[src/hdl/efs_pkg.sv]
// Shared constants for the earliest-free-server scheduler.
package efs_pkg;

  localparam int MAX_SERVERS_DEF = 8;
  localparam int TIME_BITS_DEF   = 24;
  localparam int DUR_W           = 10;
  localparam int CFG_W           = 4;
  localparam logic [CFG_W-1:0] SERVER_COUNT_RESET = CFG_W'(1);

endpackage

[src/hdl/efs_ifs.sv]
// Valid/ready channel interfaces for jobs, results and the server-count register.
interface efs_cfg_if;
  logic                      valid;
  logic                      ready;
  logic [efs_pkg::CFG_W-1:0] server_count;

  modport source (output valid, output server_count, input ready);
  modport sink   (input valid, input server_count, output ready);
endinterface

interface efs_job_if;
  logic                      valid;
  logic                      ready;
  logic                      new_batch;
  logic [efs_pkg::DUR_W-1:0] duration;

  modport source (output valid, output new_batch, output duration, input ready);
  modport sink   (input valid, input new_batch, input duration, output ready);
endinterface

interface efs_result_if #(
  parameter int IDX_W  = 3,
  parameter int TIME_W = efs_pkg::TIME_BITS_DEF
);
  logic              valid;
  logic              ready;
  logic [IDX_W-1:0]  server_index;
  logic [TIME_W-1:0] start_time;
  logic [TIME_W-1:0] finish_time;
  logic [TIME_W-1:0] makespan;
  logic              saturated;

  modport source (output valid, output server_index, output start_time, output finish_time,
                  output makespan, output saturated, input ready);
  modport sink   (input valid, input server_index, input start_time, input finish_time,
                  input makespan, input saturated, output ready);
endinterface

[src/hdl/earliest_free_server_scheduler_core.sv]
// Earliest-free-server list scheduler: top level.
// Takes one job per clock and assigns it to the active server with the lowest free
// time (lowest index on a tie); the result appears in the output register in the cycle
// after the job transfer. Sustained rate is one job per cycle while results are taken,
// set by the combinational path from the registered free times through the min-select
// and one saturating add. The job channel stalls only in reset and while a finished
// result waits untaken in the output register. Servers 1 and up at or above server_count
// are skipped; a new_batch job clears all times, makespan and saturation flag first.
module earliest_free_server_scheduler_core #(
  parameter int MAX_SERVERS = efs_pkg::MAX_SERVERS_DEF,
  parameter int TIME_BITS   = efs_pkg::TIME_BITS_DEF
) (
  input  logic           clk,
  input  logic           rst,
  efs_cfg_if.sink        cfg,
  efs_job_if.sink        job,
  efs_result_if.source   result
);

  localparam int IDX_W = (MAX_SERVERS > 1) ? $clog2(MAX_SERVERS) : 1;

  logic [efs_pkg::CFG_W-1:0] server_count;
  logic [TIME_BITS-1:0]      free_time [MAX_SERVERS];
  logic [TIME_BITS-1:0]      makespan;
  logic                      overflow_seen;

  logic [TIME_BITS-1:0]      base_time [MAX_SERVERS];
  logic [TIME_BITS-1:0]      base_makespan;
  logic                      base_overflow;
  logic [IDX_W-1:0]          best;
  logic [TIME_BITS-1:0]      best_time;
  logic [TIME_BITS:0]        sum;
  logic                      sum_over;
  logic [TIME_BITS-1:0]      finish;
  logic [TIME_BITS-1:0]      makespan_next;
  logic                      overflow_next;

  logic                      out_valid;
  logic                      job_xfer;

  assign cfg.ready = !rst;
  assign job.ready = !rst && (!out_valid || result.ready);
  assign job_xfer  = job.valid && job.ready;

  always_comb begin
    for (int s = 0; s < MAX_SERVERS; s++) begin
      base_time[s] = job.new_batch ? '0 : free_time[s];
    end
    base_makespan = job.new_batch ? '0 : makespan;
    base_overflow = job.new_batch ? 1'b0 : overflow_seen;

    best      = '0;
    best_time = base_time[0];
    for (int s = 1; s < MAX_SERVERS; s++) begin
      if (s < int'(server_count) && base_time[s] < best_time) begin
        best      = IDX_W'(s);
        best_time = base_time[s];
      end
    end

    sum      = {1'b0, best_time} + (TIME_BITS + 1)'(job.duration);
    sum_over = sum[TIME_BITS];
    finish   = sum_over ? '1 : sum[TIME_BITS-1:0];

    makespan_next = (finish > base_makespan) ? finish : base_makespan;
    overflow_next = base_overflow || sum_over;
  end

  always_ff @(posedge clk) begin
    if (rst) begin
      server_count  <= efs_pkg::SERVER_COUNT_RESET;
      makespan      <= '0;
      overflow_seen <= 1'b0;
      out_valid     <= 1'b0;
      for (int s = 0; s < MAX_SERVERS; s++) begin
        free_time[s] <= '0;
      end
    end else begin
      if (cfg.valid && cfg.ready) begin
        server_count <= cfg.server_count;
      end
      if (job_xfer) begin
        for (int s = 0; s < MAX_SERVERS; s++) begin
          free_time[s] <= (IDX_W'(s) == best) ? finish : base_time[s];
        end
        makespan      <= makespan_next;
        overflow_seen <= overflow_next;
        out_valid     <= 1'b1;
      end else if (result.ready) begin
        out_valid <= 1'b0;
      end
    end
  end

  always_ff @(posedge clk) begin
    if (job_xfer) begin
      result.server_index <= best;
      result.start_time   <= best_time;
      result.finish_time  <= finish;
      result.makespan     <= makespan_next;
      result.saturated    <= overflow_next;
    end
  end

  assign result.valid = out_valid;

  a_result_follows: assert property (@(posedge clk) disable iff (rst)
    job_xfer |=> result.valid)
    else $error("result missing after job transfer");

  a_makespan_covers: assert property (@(posedge clk) disable iff (rst)
    result.valid |-> result.makespan >= result.finish_time)
    else $error("makespan below finish time");

  a_finish_after_start: assert property (@(posedge clk) disable iff (rst)
    result.valid |-> result.finish_time >= result.start_time)
    else $error("finish before start");

  a_new_batch_first: assert property (@(posedge clk) disable iff (rst)
    (job_xfer && job.new_batch) |=> (result.start_time == '0 && result.server_index == '0))
    else $error("new batch job not placed on server zero at time zero");

endmodule
[src/flat_wrapper.sv]
// flat-port wrapper written by rule: the top's interface ports become plain ports
module earliest_free_server_scheduler_core_flat 
#(
  parameter int MAX_SERVERS = efs_pkg::MAX_SERVERS_DEF,
  parameter int TIME_BITS   = efs_pkg::TIME_BITS_DEF
)
  (clk, rst, cfg_valid, cfg_server_count, cfg_ready, job_valid, job_new_batch, job_duration, job_ready, result_valid, result_server_index, result_start_time, result_finish_time, result_makespan, result_saturated, result_ready);
  efs_cfg_if cfg_i ();
  efs_job_if job_i ();
  efs_result_if result_i ();
  input  logic clk;
  input  logic rst;
  input wire logic [$bits(cfg_i.valid)-1:0] cfg_valid;
  input wire logic [$bits(cfg_i.server_count)-1:0] cfg_server_count;
  output wire logic [$bits(cfg_i.ready)-1:0] cfg_ready;
  input wire logic [$bits(job_i.valid)-1:0] job_valid;
  input wire logic [$bits(job_i.new_batch)-1:0] job_new_batch;
  input wire logic [$bits(job_i.duration)-1:0] job_duration;
  output wire logic [$bits(job_i.ready)-1:0] job_ready;
  output wire logic [$bits(result_i.valid)-1:0] result_valid;
  output wire logic [$bits(result_i.server_index)-1:0] result_server_index;
  output wire logic [$bits(result_i.start_time)-1:0] result_start_time;
  output wire logic [$bits(result_i.finish_time)-1:0] result_finish_time;
  output wire logic [$bits(result_i.makespan)-1:0] result_makespan;
  output wire logic [$bits(result_i.saturated)-1:0] result_saturated;
  input wire logic [$bits(result_i.ready)-1:0] result_ready;
  assign cfg_i.valid = cfg_valid;
  assign cfg_i.server_count = cfg_server_count;
  assign cfg_ready = cfg_i.ready;
  assign job_i.valid = job_valid;
  assign job_i.new_batch = job_new_batch;
  assign job_i.duration = job_duration;
  assign job_ready = job_i.ready;
  assign result_valid = result_i.valid;
  assign result_server_index = result_i.server_index;
  assign result_start_time = result_i.start_time;
  assign result_finish_time = result_i.finish_time;
  assign result_makespan = result_i.makespan;
  assign result_saturated = result_i.saturated;
  assign result_i.ready = result_ready;
  earliest_free_server_scheduler_core #(.MAX_SERVERS(MAX_SERVERS), .TIME_BITS(TIME_BITS)) u_core (.clk(clk), .rst(rst), .cfg(cfg_i), .job(job_i), .result(result_i));
endmodule
[config.mk]
export PLATFORM = sky130hd
export DESIGN_NAME = earliest_free_server_scheduler_core_flat
export DESIGN_NICKNAME = d
export VERILOG_FILES = /design/src/hdl/efs_pkg.sv /design/src/hdl/efs_ifs.sv /design/src/hdl/earliest_free_server_scheduler_core.sv /design/src/flat_wrapper.sv
export SDC_FILE = /design/constraint.sdc
export NUM_CORES = 1
export LEC_CHECK = 0
export ABC_AREA = 1
export BUFFER_PORTS_ARGS = -buffer_cell sky130_fd_sc_hd__buf_2
export CORE_MARGIN = 4
export CORE_UTILIZATION = 35
export DETAILED_ROUTE_END_ITERATION = 16
export GPL_TIMING_DRIVEN = 0
export SLEW_MARGIN = 20
export SYNTH_ARGS = -nofsm -noshare
export SYNTH_HDL_FRONTEND = slang
export SYNTH_SLANG_ARGS = --single-unit
export TNS_END_PERCENT = 50
[constraint.sdc]
create_clock -name clk -period 33.2 [get_ports clk]
set_input_delay 4.98 -clock clk [delete_from_list [all_inputs] [get_ports clk]]
set_output_delay 4.98 -clock clk [all_outputs]
set_load 0.02 [all_outputs]
**Word level (Yosys, flattened, before mapping)**

Memory sizes are Yosys's and may differ from the RTL's.
Cells that the tools add are included.

- Word-level logic and storage cells: 106
- ROM bits: 0
- Memory bits (writable): 192
- Memories kept: 1
- Register bits after elaboration: 106
- Latch bits: 0

- Shifts and indexed selects: 0
- Div/mod/pow operators: 0
- Add/subtract/negate cells: 1
- Bitwise logic cells: 8
- Mux-type cells: 49
- Reductions and logical operators: 16
- $lt $le $gt $ge: 15
- Multipliers: 0
- Eq/ne operators: 7

Memories:

| memory | depth | bits a word | read ports | clocked after memory_dff | write ports | RTL line | RTL |
|---|---|---|---|---|---|---|---|
| u_core.free_time | 8 | 24 | 8 | 0 | 8 | earliest_free_server_scheduler_core.sv:23 | `logic [TIME_BITS-1:0] free_time [MAX_SERVERS];` |

Operator list:

| cell | number |
|---|---|
| $mux W24 | 34 |
| $lt A24 B24 Y1 | 7 |
| $add A24 B10 Y25 | 1 |
| $gt A24 B24 Y1 | 1 |
| $lt A3 B4 Y1 const A | 4 |
| $eq A3 B3 Y1 const A | 4 |
| $mux W3 | 4 |
| $logic_and A1 B1 Y1 | 10 |
| $mux W1 | 9 |
| $lt A2 B4 Y1 const A | 2 |
| $or A1 B1 Y1 | 8 |
| $eq A2 B3 Y1 const A | 2 |
| $lt A1 B4 Y1 const A | 1 |
| $mux W2 | 2 |
| $eq A1 B3 Y1 const A | 1 |
| $logic_not A3 Y1 | 1 |
| $logic_not A1 Y1 | 2 |
| $logic_or A1 B1 Y1 | 2 |
| $reduce_bool A2 Y1 | 1 |

**Depth between registers and ports, before layout**

An unclocked memory read counts as a cell.

- Word-level depth: 27
- Depth in mapped cells: 146

**Least setup slack after synthesis**

OpenSTA, ideal clock, no wires.

- Path kind: input to register
- From: input job_new_batch
- To: register u_core.result.makespan[17] (data pin)
- Slack: 8.110 ns
- Library setup time: 0.255 ns
- Arrival: 24.835 ns
- Cell stages on the path: 117
- Cells stage by stage: inv_2 > buf_2 > buf_2 > clkbuf_1 > buf_2 > clkbuf_1 > buf_1 > clkbuf_1 > clkbuf_1 > nand2_1 > ha_1 > nand2_1 > o21a_1 > nand2_1 > nand2_2 > nand3_2 > buf_4 > clkbuf_1 > (+81 left out) > inv_1 > a21oi_1 > o21ai_0 > nand3_2 > nor2_1 > nand3_1 > nand2_1 > nand3_2 > ha_1 > nand4_1 > nor3_1 > a211o_1 > a31oi_1 > a31oi_1 > clkbuf_1 > buf_1 > nand4_1 > and2_1

- Word-level cells in the longest chain between the ends: 26
- Elaborated cells between the ends (all ways): 34

RTL lines:

| what | RTL line | RTL |
|---|---|---|
| start, declared | flat_wrapper.sv:17 | `input wire logic [$bits(job_i.new_batch)-1:0] job_new_batch;` |
| $mux W24 | earliest_free_server_scheduler_core.sv:47 | `base_time[s] = job.new_batch ? '0 : free_time[s];` |
| $lt A24 B24 Y1 | earliest_free_server_scheduler_core.sv:55 | `if (s < int'(server_count) && base_time[s] < best_time) begin` |
| $logic_and A1 B1 Y1 | earliest_free_server_scheduler_core.sv:55 |  |
| $mux W24 | earliest_free_server_scheduler_core.sv:55 |  |
| $lt A24 B24 Y1 | earliest_free_server_scheduler_core.sv:55 |  |
| $logic_and A1 B1 Y1 | earliest_free_server_scheduler_core.sv:55 |  |
| $mux W24 | earliest_free_server_scheduler_core.sv:55 |  |
| $lt A24 B24 Y1 | earliest_free_server_scheduler_core.sv:55 |  |
| (+13 left out) | n/a |  |
| $mux W24 * | earliest_free_server_scheduler_core.sv:55 |  |
| net u_core.best_time[0] | earliest_free_server_scheduler_core.sv:31 | `logic [TIME_BITS-1:0] best_time;` |
| $add A24 B10 Y25 * | earliest_free_server_scheduler_core.sv:61 | `sum = {1'b0, best_time} + (TIME_BITS + 1)'(job.duration);` |
| $mux W24 * | earliest_free_server_scheduler_core.sv:63 | `finish = sum_over ? '1 : sum[TIME_BITS-1:0];` |
| net u_core.finish[22] | earliest_free_server_scheduler_core.sv:34 | `logic [TIME_BITS-1:0] finish;` |
| $gt A24 B24 Y1 * | earliest_free_server_scheduler_core.sv:65 | `makespan_next = (finish > base_makespan) ? finish : base_makespan;` |
| $mux W24 * | earliest_free_server_scheduler_core.sv:65 |  |
| net u_core.makespan_next[17] | earliest_free_server_scheduler_core.sv:35 | `logic [TIME_BITS-1:0] makespan_next;` |
| end signal, assigned | earliest_free_server_scheduler_core.sv:100 | `result.makespan <= makespan_next;` |
| end, declared | efs_ifs.sv:34 | `output makespan, output saturated, input ready);` |

Mark *: on every way through the listed nets, which the timed path passes. The rest lies on a longest branch.
A chain may end at the register's enable or synchronous reset.

**Final worst setup path**

- From: input job_new_batch
- To: register u_core.result.makespan[3] (data pin)

Same word-level chain as after synthesis.

==> key figures <==
Synthesis
  • Ys async rst share: 0%
  • Post-synth EDFFs: 268
  • Yosys reg bits: 298
  • Avg Synthesized Cell Area: 7.690 um^2
  • Synth cell types: 53
  • Synth warn: 0
  • Most used DFF post-synth: edfxtp_1
  • Post-Syn Area: 0.02130 mm^2
  • Post-Syn Instances: around 2,800
  • Seq/Total Area, Yosys: around two fifths
  • Syn Nets: 2,979

Layout
  • Layout fillers: 6,306
  • Cell area after layout: 0.02402 mm^2
  • Final nets: 3,116
  • Diodes inserted: 0
  • Layout Cells excl Fill: ~3,700
  • Share of cells above drive strength 1: 9.441%
  • Layout Area Growth over Synthesis: 12.77%

Outcome
  • Status: finished, final reports clean

Worst hold path
  • Hold Startpoint: u_core.makespan[4]$_SDFFE_PP0P_
  • Hold worst-path end: u_core.makespan[4]$_SDFFE_PP0P_
  • Worst hold path cell count: 2
  • HP Class: register to register

Route
  • Vias: 18,820
  • Post-Route WL: between 60,000 and 70,000 um
  • WL/cell: 17.14 um
  • Routed Antenna Nets: 0
  • DRC: 0
  • Iteration-0 DRC Markers: 1,568
  • Vias per inst: roughly 5
  • Drt first pass iters: 6

Die
  • DIE AREA: 0.06487 mm^2
  • Die H: 254.7 um
  • Core area: 0.06036 mm^2
  • Starting Density: 35.29%
  • Std-Cell Rows: 90
  • Die X: 254.7 um
  • Io pins: between 90 and 100

STA
  • Unrepaired setup endpoints after global routing: no
  • Max-slew violations: 0
  • Hold slack: 451.7 ps
  • Worst rel slew slack: a little under two fifths
  • Fin worst setup slack: 2349 ps
  • Setup violators final: 0
  • Skew final: 19.30 ps
  • Crit path time final: around 31,000 ps
  • Max Fclk: approximately 32 MHz
  • Tightest Pin Transition: ~950 ps
  • Final Hold Viols: 0
  • Final worst path period share: 92.92%

Global route
  • Global Route met1 Usage: a little over a quarter
  • Overflow after GRT: 0
  • Total GRT Usage: around a fifth
  • Vias in the first global route: ~17,000
  • Busiest grt layer: met2
  • Largest net degree at the start of global routing: 98
  • Global-route wire length before repair: 98,190 um
  • Global-route met2 utilization: 32.79%
  • Initial antenna violation count: 0
  • Met3 usage: 2.295%

Clocking
  • CTS tree: done
  • Worst-case clock buffer depth: 3
  • H-tree depth: 2
  • Post-CTS Hold Buffers: 0
  • Num CTS Buffers: 36
  • Clock slew at reported path FFs: 60 ps
  • TritonCTS Sinks: 298
  • Worst skew pair latency: 560 ps
  • Clk root buf: clkbuf_16

Placement
  • Cell Area, Placed: 0.02285 mm^2
  • Placed insts: 3,653
  • Post-Place Worst Slack: -1211 ps
  • Final Wtd Congestion: 0.9242
  • HPWL after DPL: 48,470 um
  • IO buf count: 98

Worst setup path
  • Crit-path max FO: 28
  • R2R Path End: u_core.result.makespan[3]$_DFFE_PP_
  • Setup CP Type: primary input to register
  • Worst path max stage delay: around 540 ps
  • CP endpoint kind: register
  • Most frequent CP cell: nand2_1
  • WP buf/inv: 39
  • R2R cell count: 117
  • Crit-path slowest cell: clkdlybuf4s15_2
  • Required time of the worst setup path: 33,500 ps
  • Worst reg2reg path startpoint: u_core.free_time[0][47]$_SDFFCE_PN0P_
  • CP top delay family: buffers and inverters
  • FF-to-FF setup slack: 8890 ps
  • Crit path arrival time: 31,150 ps
  • CP startpoint kind: primary input

Power
  • Register share of total power: roughly 29%
  • Gate power share: 49.6%
  • Lkg Pwr: roughly 13 nW
  • NetSw: about 0.8 mW
  • Sw Share: 45.48%
  • Pint: around 0.99 mW
  • Clk pwr share: 21.5%
  • PwrDens: about 75 mW/mm^2
  • VDD IR max: 0.04504 mV
  • Total power draw: 1.808 mW

Flow run
  • Max Cap Viol: 0
## how the worst max path moves through the flow
stage	startpoint	cells after the start	end
6_report	job_new_batch	124	u_core.result.makespan[3]$_DFFE_PP_
5_1_grt	job_new_batch	124	u_core.result.makespan[17]$_DFFE_PP_
4_1_cts	job_new_batch	129	u_core.result.makespan[17]$_DFFE_PP_
3_5_place_dp	job_new_batch	124	u_core.result.makespan[17]$_DFFE_PP_
3_3_place_gp	job_new_batch	120	u_core.result.makespan[17]$_DFFE_PP_
2_1_floorplan	job_new_batch	117	u_core.result.makespan[17]$_DFFE_PP_
## cell type report
cell class	count	area [um^2]	area share, %
inverter	440	1663	6.922
timing repair buffer	101	555.5	2.313
tap	782	978.4	4.073
clock inverter	15	105.1	0.4375
sequential	298	8648	36.00
buffer	128	593.1	2.469
clock buffer	50	1026	4.271
multi-input combinational	1902	10450	43.51
## repair_timing
| item | in CTS | in global routing |
|---|---|---|
| buffers inserted | 0 | 0 |
| endpoints found under the setup margin | 48 | 57 |
| gates resized for setup | 6 | 23 |
## registers in the layout, summed over array words and instances (netlist names)
register / count
u_core.free_time: 192
u_core.makespan: 24
u_core.result.start_time: 24
u_core.server_count: 4
u_core.result.saturated: 1
u_core.overflow_seen: 1
u_core.result.finish_time: 24
u_core.result.server_index: 3
u_core.result.valid: 1
u_core.result.makespan: 24
## through the flow
| stage | util, % | setup TNS (ps) |
|---|---|---|
| floorplan | - | 0 |
| global placement | 37.73 | -69740 |
| detailed placement | 37.86 | -43300 |
| CTS | 39.77 | 0 |
| global route | 39.80 | 0 |
| finish | 39.80 | 0 |
## logic make-up after synthesis
group           synth area share, %
compound gates                16.29
xor+xnor                     0.4934
fa+ha+maj                     11.14
buf+inv                       10.46
flops                         40.60
simple gates                  21.02
## worst register-to-register path: cells and delay by family (launching register included)
kind                       cells  cell delay [ps]
and+or+nand+nor               49             6360
DFF                            1              360
buffers and inverters         32             9240
adders and majority gates      9             2890
AOI/OAI and AO/OA             27             5210
## power groups by stage
stage	registers (mW)	clock network [mW]	logic [mW]
3_3_place_gp	0.534	0	0.877
6_report	0.523	0.389	0.897
4_1_cts	0.523	0.397	0.892
2_1_floorplan	0.555	0	0.576
5_1_grt	0.528	0.412	1.00
3_5_place_dp	0.530	0	0.884
## routing by layer
metal  part of all wire (%)  vias to the layer above
met5                      0                        -
met4                    2.6                        0
met3                    5.6                       98
met2                     47                      479
met1                     45                     8742
li1                       -                     9501
## layout by cell type (no fill, tap or decap), types with 8 or more instances in the layout
cell type and n:
nand2_1 709, inv_1 417, edfxtp_1 268, o21ai_0 234, a21oi_1 230, ha_1 188, nor2_1 127, o21ai_1 107
buf_2 106, nand3_1 103, clkbuf_1 96, clkbuf_16 38, nand4_1 36, dfxtp_1 30, nand2_2 19, a211oi_1 19
inv_2 17, nor2_2 16, nand3_2 13, clkbuf_2 12, xor2_1 11, o21a_1 9, a21boi_1 9, and2_1 9
clkinv_1 9, buf_1 8, clkinv_2 8, a21oi_2 8
## Yosys cell counts, drive strengths merged, types with 11 or more instances
cell	instances	share of area, %
nand2	728	13
inv	435	7.7
o21ai	342	8.1
edfxtp	268	38
a21oi	241	6.0
ha	188	11
nor2	150	3.1
nand3	117	3.1
clkbuf	99	1.7
nand4	37	1.1
buf	31	0.94
dfxtp	30	2.8
a211oi	19	0.67
a21boi	11	0.41
xor2	11	0.45
No activity file was read; power rests on OpenSTA's default activity.
